### config.mk
export PLATFORM = sky130hd
export DESIGN_NAME = quoted_token_splitter
export DESIGN_NICKNAME = d
export VERILOG_FILES = /design/src/rtl/qts_pkg.sv /design/src/rtl/quoted_token_splitter.sv
export SDC_FILE = /design/constraint.sdc
export NUM_CORES = 1
export LEC_CHECK = 0
export BUFFER_PORTS_ARGS = -buffer_cell sky130_fd_sc_hd__buf_2
export CAP_MARGIN = 20
export CORE_MARGIN = 3
export CORE_UTILIZATION = 28
export DETAILED_ROUTE_END_ITERATION = 16
export PLACE_DENSITY_LB_ADDON = 0.3
export SETUP_SLACK_MARGIN = 0.4
export SYNTH_ARGS = -nofsm -noshare
export SYNTH_HDL_FRONTEND = slang
export SYNTH_SLANG_ARGS = --single-unit
### constraint.sdc
create_clock -name i_clk -period 3.78 [get_ports i_clk]
set_input_delay 0 -clock i_clk [delete_from_list [all_inputs] [get_ports i_clk]]
set_output_delay 0 -clock i_clk [all_outputs]
set_load 0.1 [all_outputs]
### src/rtl/qts_pkg.sv
// Shared constants for the quoted token splitter.
package qts_pkg;

    localparam int unsigned MaskWidth  = 64;
    localparam int unsigned MaskRegs   = 4;
    localparam int unsigned CfgIdxW    = 8;
    localparam int unsigned ByteW      = 8;
    localparam int unsigned CountW     = 2;
    localparam int unsigned OutDataW   = 24;

    localparam logic [ByteW-1:0] QUOTE_BYTE = 8'h22;

    // Configuration register indexes.
    localparam logic [CfgIdxW-1:0] REG_DELIM_MASK_0 = 8'd0;
    localparam logic [CfgIdxW-1:0] REG_DELIM_MASK_1 = 8'd1;
    localparam logic [CfgIdxW-1:0] REG_DELIM_MASK_2 = 8'd2;
    localparam logic [CfgIdxW-1:0] REG_DELIM_MASK_3 = 8'd3;

    // Reset mask: TAB, LF, CR and space.
    localparam logic [MaskWidth-1:0] DELIM_MASK_0_RST = 64'h0000_0001_0000_2600;

    localparam logic [CountW-1:0] CNT_NONE = 2'd0;
    localparam logic [CountW-1:0] CNT_ONE  = 2'd1;
    localparam logic [CountW-1:0] CNT_TWO  = 2'd2;

endpackage

### src/rtl/quoted_token_splitter.sv
// Quoted token splitter: byte stream in, token characters with token end marks out.
//
// Splits each string (one byte per word, tlast on its final byte) into tokens
// separated by runs of delimiter bytes, where the delimiter set is a 256-bit
// mask written through the configuration port (register i covers byte values
// 64*i to 64*i+63). A token that opens with a double quote drops it and ends
// at a quote followed by a delimiter or the string end. The block takes one
// byte per cycle at full rate; each byte passes an input register, one
// classification and state step (a 256-to-1 mask lookup plus a small mode
// update), and a result register on its way to the output. A byte that
// yields a word waits in the input register, holding off the next byte,
// only while the previous word is stalled on the output. Bytes that yield
// no characters and end no token give no output word. Mask writes are
// expected only while the block is idle.
module quoted_token_splitter (
    input  logic                            i_clk,
    input  logic                            i_rst_n,
    // Input stream
    input  logic                            s_axis_tvalid,
    output logic                            s_axis_tready,
    input  logic [qts_pkg::ByteW-1:0]       s_axis_tdata,   // [7:0] text_byte
    input  logic                            s_axis_tlast,   // string_last
    // Output stream
    output logic                            m_axis_tvalid,
    input  logic                            m_axis_tready,
    // [7:0] first_char, [15:8] second_char, [17:16] char_count, [23:18] zero
    output logic [qts_pkg::OutDataW-1:0]    m_axis_tdata,
    output logic                            m_axis_tlast,   // token_end
    // Configuration write channel
    input  logic                            i_cfg_valid,
    output logic                            o_cfg_ready,
    input  logic [qts_pkg::CfgIdxW-1:0]     i_cfg_index,
    input  logic [qts_pkg::MaskWidth-1:0]   i_cfg_data
);

    typedef enum logic [2:0] {
        M_START  = 3'd0,
        M_PLAIN  = 3'd1,
        M_QUOTED = 3'd2,
        M_QHELD  = 3'd3,
        M_GAP    = 3'd4,
        M_PASS   = 3'd5
    } t_mode;

    localparam int unsigned MaskBits = qts_pkg::MaskWidth * qts_pkg::MaskRegs;

    // Delimiter mask and its all-zero flag.
    logic [MaskBits-1:0] r_mask, n_mask;
    logic                r_mask_zero;

    // Input register.
    logic                     r_in_valid;
    logic [qts_pkg::ByteW-1:0] r_in_byte;
    logic                     r_in_last;

    // Scan state and result register.
    t_mode                     r_mode, n_mode;
    logic                      r_out_valid;
    logic [qts_pkg::ByteW-1:0] r_out_first, r_out_second;
    logic [qts_pkg::CountW-1:0] r_out_count;
    logic                      r_out_end;

    logic                      s_accept;
    logic                      out_free;
    logic                      step_go;
    logic                      has_result;
    logic                      is_delim, is_quote;
    logic [qts_pkg::ByteW-1:0] n_first, n_second;
    logic [qts_pkg::CountW-1:0] n_count;
    logic                      n_end;
    t_mode                     step_next;

    assign o_cfg_ready   = 1'b1;
    assign out_free      = !r_out_valid || m_axis_tready;
    assign has_result    = (n_count != qts_pkg::CNT_NONE) || n_end;
    assign step_go       = r_in_valid && (out_free || !has_result);
    assign s_axis_tready = !r_in_valid || step_go;
    assign s_accept      = s_axis_tvalid && s_axis_tready;

    assign m_axis_tvalid = r_out_valid;
    assign m_axis_tdata  = {{(qts_pkg::OutDataW - 2*qts_pkg::ByteW - qts_pkg::CountW){1'b0}},
                            r_out_count, r_out_second, r_out_first};
    assign m_axis_tlast  = r_out_end;

    always_comb begin
        n_mask = r_mask;
        if (i_cfg_valid) begin
            unique case (i_cfg_index)
                qts_pkg::REG_DELIM_MASK_0:
                    n_mask[0*qts_pkg::MaskWidth +: qts_pkg::MaskWidth] = i_cfg_data;
                qts_pkg::REG_DELIM_MASK_1:
                    n_mask[1*qts_pkg::MaskWidth +: qts_pkg::MaskWidth] = i_cfg_data;
                qts_pkg::REG_DELIM_MASK_2:
                    n_mask[2*qts_pkg::MaskWidth +: qts_pkg::MaskWidth] = i_cfg_data;
                qts_pkg::REG_DELIM_MASK_3:
                    n_mask[3*qts_pkg::MaskWidth +: qts_pkg::MaskWidth] = i_cfg_data;
                default: n_mask = r_mask;
            endcase
        end
    end

    assign is_delim = r_mask[r_in_byte];
    assign is_quote = (r_in_byte == qts_pkg::QUOTE_BYTE);

    // One scan step on the registered byte.
    always_comb begin
        n_first   = '0;
        n_second  = '0;
        n_count   = qts_pkg::CNT_NONE;
        n_end     = 1'b0;
        step_next = M_START;
        unique case (r_mode)
            M_PLAIN: begin
                if (is_delim) begin
                    n_end     = 1'b1;
                    step_next = M_GAP;
                end else begin
                    n_first   = r_in_byte;
                    n_count   = qts_pkg::CNT_ONE;
                    n_end     = r_in_last;
                    step_next = M_PLAIN;
                end
            end
            M_QUOTED: begin
                if (is_quote) begin
                    n_end     = r_in_last;
                    step_next = M_QHELD;
                end else begin
                    n_first   = r_in_byte;
                    n_count   = qts_pkg::CNT_ONE;
                    n_end     = r_in_last;
                    step_next = M_QUOTED;
                end
            end
            M_QHELD: begin
                // The held quote closes the token only before a delimiter.
                if (is_delim) begin
                    n_end     = 1'b1;
                    step_next = M_GAP;
                end else if (is_quote) begin
                    n_first   = qts_pkg::QUOTE_BYTE;
                    n_count   = qts_pkg::CNT_ONE;
                    n_end     = r_in_last;
                    step_next = M_QHELD;
                end else begin
                    n_first   = qts_pkg::QUOTE_BYTE;
                    n_second  = r_in_byte;
                    n_count   = qts_pkg::CNT_TWO;
                    n_end     = r_in_last;
                    step_next = M_QUOTED;
                end
            end
            M_PASS: begin
                n_first   = r_in_byte;
                n_count   = qts_pkg::CNT_ONE;
                n_end     = r_in_last;
                step_next = M_PASS;
            end
            default: begin
                // Start of string or gap between tokens.
                if (r_mode == M_START && r_mask_zero) begin
                    n_first   = r_in_byte;
                    n_count   = qts_pkg::CNT_ONE;
                    n_end     = r_in_last;
                    step_next = M_PASS;
                end else if (is_delim) begin
                    n_end     = r_in_last && (r_mode == M_START);
                    step_next = (r_mode == M_GAP) ? M_GAP : M_START;
                end else if (is_quote) begin
                    n_end     = r_in_last;
                    step_next = M_QUOTED;
                end else begin
                    n_first   = r_in_byte;
                    n_count   = qts_pkg::CNT_ONE;
                    n_end     = r_in_last;
                    step_next = M_PLAIN;
                end
            end
        endcase
        n_mode = r_in_last ? M_START : step_next;
    end

    always_ff @(posedge i_clk) begin
        if (!i_rst_n) begin
            r_mask      <= {{(MaskBits - qts_pkg::MaskWidth){1'b0}}, qts_pkg::DELIM_MASK_0_RST};
            r_mask_zero <= 1'b0;
            r_in_valid  <= 1'b0;
            r_mode      <= M_START;
            r_out_valid <= 1'b0;
        end else begin
            r_mask      <= n_mask;
            r_mask_zero <= ~|n_mask;
            if (s_accept) begin
                r_in_valid <= 1'b1;
            end else if (step_go) begin
                r_in_valid <= 1'b0;
            end
            if (step_go) begin
                r_mode <= n_mode;
            end
            if (step_go && has_result) begin
                r_out_valid <= 1'b1;
            end else if (m_axis_tready) begin
                r_out_valid <= 1'b0;
            end
        end
    end

    always_ff @(posedge i_clk) begin
        if (s_accept) begin
            r_in_byte <= s_axis_tdata;
            r_in_last <= s_axis_tlast;
        end
        if (step_go && has_result) begin
            r_out_first  <= n_first;
            r_out_second <= n_second;
            r_out_count  <= n_count;
            r_out_end    <= n_end;
        end
    end

    // A word with no characters must be a token end.
    a_empty_is_end: assert property (@(posedge i_clk) disable iff (!i_rst_n)
        r_out_valid && r_out_count == qts_pkg::CNT_NONE |-> r_out_end)
        else $error("empty output word without token end");

    // The second character is only carried in a two-character word.
    a_second_zero: assert property (@(posedge i_clk) disable iff (!i_rst_n)
        r_out_valid && r_out_count != qts_pkg::CNT_TWO |-> r_out_second == '0)
        else $error("second_char set outside a two-character word");

    // The character count never exceeds two.
    a_count_range: assert property (@(posedge i_clk) disable iff (!i_rst_n)
        r_out_valid |-> r_out_count != 2'd3)
        else $error("char_count out of range");

    // The last byte of a string returns the scanner to the start state.
    a_last_resets_mode: assert property (@(posedge i_clk) disable iff (!i_rst_n)
        step_go && r_in_last |=> r_mode == M_START)
        else $error("scan mode not restarted after string end");

    // A stalled result word is not overwritten.
    a_out_hold: assert property (@(posedge i_clk) disable iff (!i_rst_n)
        r_out_valid && !m_axis_tready |=> r_out_valid && $stable(m_axis_tdata))
        else $error("stalled result word changed");

endmodule
==> out/qor.yml <==
setup_path:
  cpMostUsedCell: "buf_12"
  timing_worst_setup_path_type: "reg2out"
  crit_end: "s_axis_tready"
  path_cells: "buf_12, buf_12, nor2b_1, buf_4, a21oi_1, a311o_1, o31ai_4, o22ai_4, o21a_1, a21boi_2, buf_4, nand2_4, buf_12"
  cp_data_arrival_time_ps: 3750
  endpoint_kind: "primary output"
  critical_path_required_ps: 3780
  r2r_start: "r_in_byte[1]$_DFFE_PP_"
  crit_path_max_fanout: 32
  r2r_cells: 14
  slowest_delay_ps: 420
  reg2reg_slack_ps: 150
  r2r_end: "r_out_first[1]$_DFFE_PP_"
  cp-start-kind: "flip-flop"
  crit_slowest_cell: "a311o_1"
  crit_start: "r_in_byte[1]$_DFFE_PP_"
hold_path:
  hold_start: "s_axis_tdata[6]"
  hold_class: "in2reg"
global_route:
  grt_usage_pct: 22.5
  grtUsageMet1_pct: 31.0
  grt_start_max_net_pins: 152
  grt_pass1_vias: 13141
  grtUsageMet2_pct: 34.7
  antenna_found_initial: 2
  busiest_layer: "met2"
  use_met3_pct: 3.65
  grt_first_pass_wirelength_um: 88600
  grt_overflow_total: 0
drt:
  drtAntennaViolNets: 0
  viasPerCell: 5.47
  drc: 0
  drt-pass1-iter-count: 5
  wl_per_cell_um: 24.0
  routed_wl_um: 61200
  first_iter_violations: 1391
  via_count: 13933
sta:
  fin_crit_ps: 3750
  rsz0062_at_grt: "true"
  finalHoldViolations: 0
  slew_viol_final: 0
  setup_viol_count_final: 0
  fin_worst_skew_ps: 23.8
  worst_pin_slew_ps: 996
  clock.fmax_ghz: 0.267
  hold_ws_ps: 199
  fin_ws_ps: 28.9
  slew_headroom_pct: 33.6
  period_share_pct: 99.2
yosys:
  seq_area_frac_synth_pct: 43.9
  yosys.area.top_type_share_pct: 37.8
  synth-async-reset-ratio_pct: 0
  synth_common_cells: "546 x nand2_1, 277 x a21oi_1, 262 x dfxtp_1, 96 x clkbuf_1, 76 x nor4_1"
  synth_area_leaders: "dfxtp_1 38%, nand2_1 15%, a21oi_1 10%, mux4_2 6.7%, edfxtp_1 6.1%"
  yosysMostFrequentCell: "nand2_1"
  synthesis.area_mm2: 0.0139
  synth_largest_area_cell: "dfxtp_1"
  yosys_warnings: 0
  synth_cells: 1692
  yosys.cell_types.count: 70
  synth_top_flop_cell: "dfxtp_1"
  syn_area_per_cell_um2: 8.20
  ys_ff_latch: 290
  synth_edf_count: 28
die:
  fp.dieH_um: 229
  dieArea_mm2: 0.0523
  dieWidth_um: 229
  num_rows: 80
  design.portCount: 114
  start_util_pct: 28.7
  coreArea_mm2: 0.0483
finish:
  n_fill_cell: 4999
  syn_to_final_growth_pct: 27.4
  final_core_util_pct: 36.6
  seqCellArea_mm2: 0.00609
  drive_above_1_share_pct: 17.9
  multi_input_area_mm2: 0.00738
  fin_nets: 1952
cts:
  clock_latency_ps: 550
  cts_root_buf: "clkbuf_16"
  htree_levels: 2
  cts_buffer_depth: 3
  cts_buffers: 36
  cts_tree: "yes"
  cts_sinks: 290
  path_clk_slew_ps: 60
placed_design:
  dp_hpwl_um: 41600
  place_congestion: 0.997
  place_ws_ps: 180
  io_buffers: 106
power_and_ir_drop:
  power_density_mw_per_mm2: 420
  switchingPower_w: 0.00197
  clkPwrFrac_pct: 45.6
  p_int_w: 0.00545
  total_power_w: 0.00742
  p_leak_nw: 6.11
  pwr-share-comb_pct: 11.7
  swShare_pct: 26.6
  vdd_drop_max_mv: 0.240
  power_frac_seq_pct: 42.7
job:
  cap_viol_max_count: 0
run_status:
  outcome: "finished clean"
==> area by class of cell <==
| cell class | instances | area share, % |
|---|---|---|
| sequential | 290 | 34.4 |
| clock inverter | 12 | 0.694 |
| inverter | 14 | 0.340 |
| timing repair buffer | 261 | 12.4 |
| multi-input combinational | 1263 | 41.7 |
| antenna | 1 | 0.0142 |
| clock buffer | 50 | 5.76 |
| tap | 656 | 4.64 |
==> critical path: cells and delay by family (launching register included) <==
family,cells,cell delay (ps)
flip-flops,1,370
AND/OR/NAND/NOR,2,400
AO/OA/AOI/OAI,6,1410
buffers and inverters,5,1010
==> kinds of logic after synthesis <==
logic type / count (synthesis) / synth area share (%)
compound gates: 364 / 15.1
buf+inv: 144 / 4.66
flops: 290 / 43.9
mux: 100 / 11.1
other cells: 2 / 0.0541
simple gates: 792 / 25.2
==> per-layer routing <==
layer	routed length (um)	up-vias	share of wire, %
met4	2850	0	4.7
li1	-	6321	-
met2	26900	655	44
met1	26500	6800	43
met3	4860	157	7.9
met5	0	-	0
==> worst min-delay path by stage <==
stage / to / slack [ps] / cells past startpoint
floorplan: r_in_byte[0]$_DFFE_PP_ / 100 / 0
global placement: r_in_byte[1]$_DFFE_PP_ / 200 / 1
detailed placement: r_in_byte[4]$_DFFE_PP_ / 190 / 1
CTS: r_in_byte[6]$_DFFE_PP_ / 170 / 2
global route: r_in_byte[6]$_DFFE_PP_ / 190 / 2
finish: r_in_byte[6]$_DFFE_PP_ / 200 / 2
==> power groups by stage <==
stage | combinational (W) | sequential [W] | clock [W]
after global routing | 0.000898 | 0.00317 | 0.00358
after global placement | 0.000702 | 0.00323 | 0
after CTS | 0.000805 | 0.00316 | 0.00345
after floorplan | 0.000310 | 0.00332 | 0
after detailed placement | 0.000701 | 0.00323 | 0
final | 0.000869 | 0.00317 | 0.00339
==> cell usage in the layout (no fill, tap or decap), types with 5 or more instances in the layout <==
| cell type | count |
|---|---|
| clkbuf_1 | 8 |
| a22oi_1 | 7 |
| buf_16 | 6 |
| or4_1 | 16 |
| a31oi_1 | 5 |
| and2_1 | 12 |
| buf_2 | 105 |
| buf_4 | 55 |
| nand3_1 | 22 |
| nor4_1 | 73 |
| dlygate4sd3_1 | 77 |
| buf_6 | 7 |
| nor2_1 | 30 |
| mux2_2 | 10 |
| nor2b_1 | 7 |
| inv_1 | 11 |
| nor3_1 | 28 |
| buf_12 | 6 |
| mux2i_1 | 39 |
| o22ai_1 | 9 |
| o21ai_0 | 10 |
| conb_1 | 7 |
| nand2_1 | 543 |
| edfxtp_1 | 28 |
| clkinv_2 | 6 |
| clkbuf_16 | 41 |
| o211ai_1 | 6 |
| mux2_1 | 7 |
| dfxtp_1 | 262 |
| mux4_2 | 41 |
| nand4_1 | 23 |
| a21oi_1 | 276 |
==> flip-flops by register name, indices dropped and copies added, names as in the netlist, 2 cells and up <==
name          cells
r_out_first       8
r_out_count       2
r_in_byte         8
r_out_second      8
r_mode            3
r_mask          256
==> through the flow <==
stage	cells	setup TNS, ps	cell area [um^2]
5_1_grt	2546	-47.7	17700
6_report	2547	0	17700
2_1_floorplan	1697	0	13900
4_1_cts	2528	0	17300
3_3_place_gp	2375	0	15200
3_5_place_dp	2375	0	15200
==> what timing repair did <==
action,in CTS,in global routing
gates resized for setup,19,30
gates cloned,5,5
hold buffers,77,0
endpoints found under the setup margin,34,51
setup buffers,9,13
endpoints found under the hold margin,270,0
pin swaps,10,16
No activity file was read; power rests on OpenSTA's default activity.
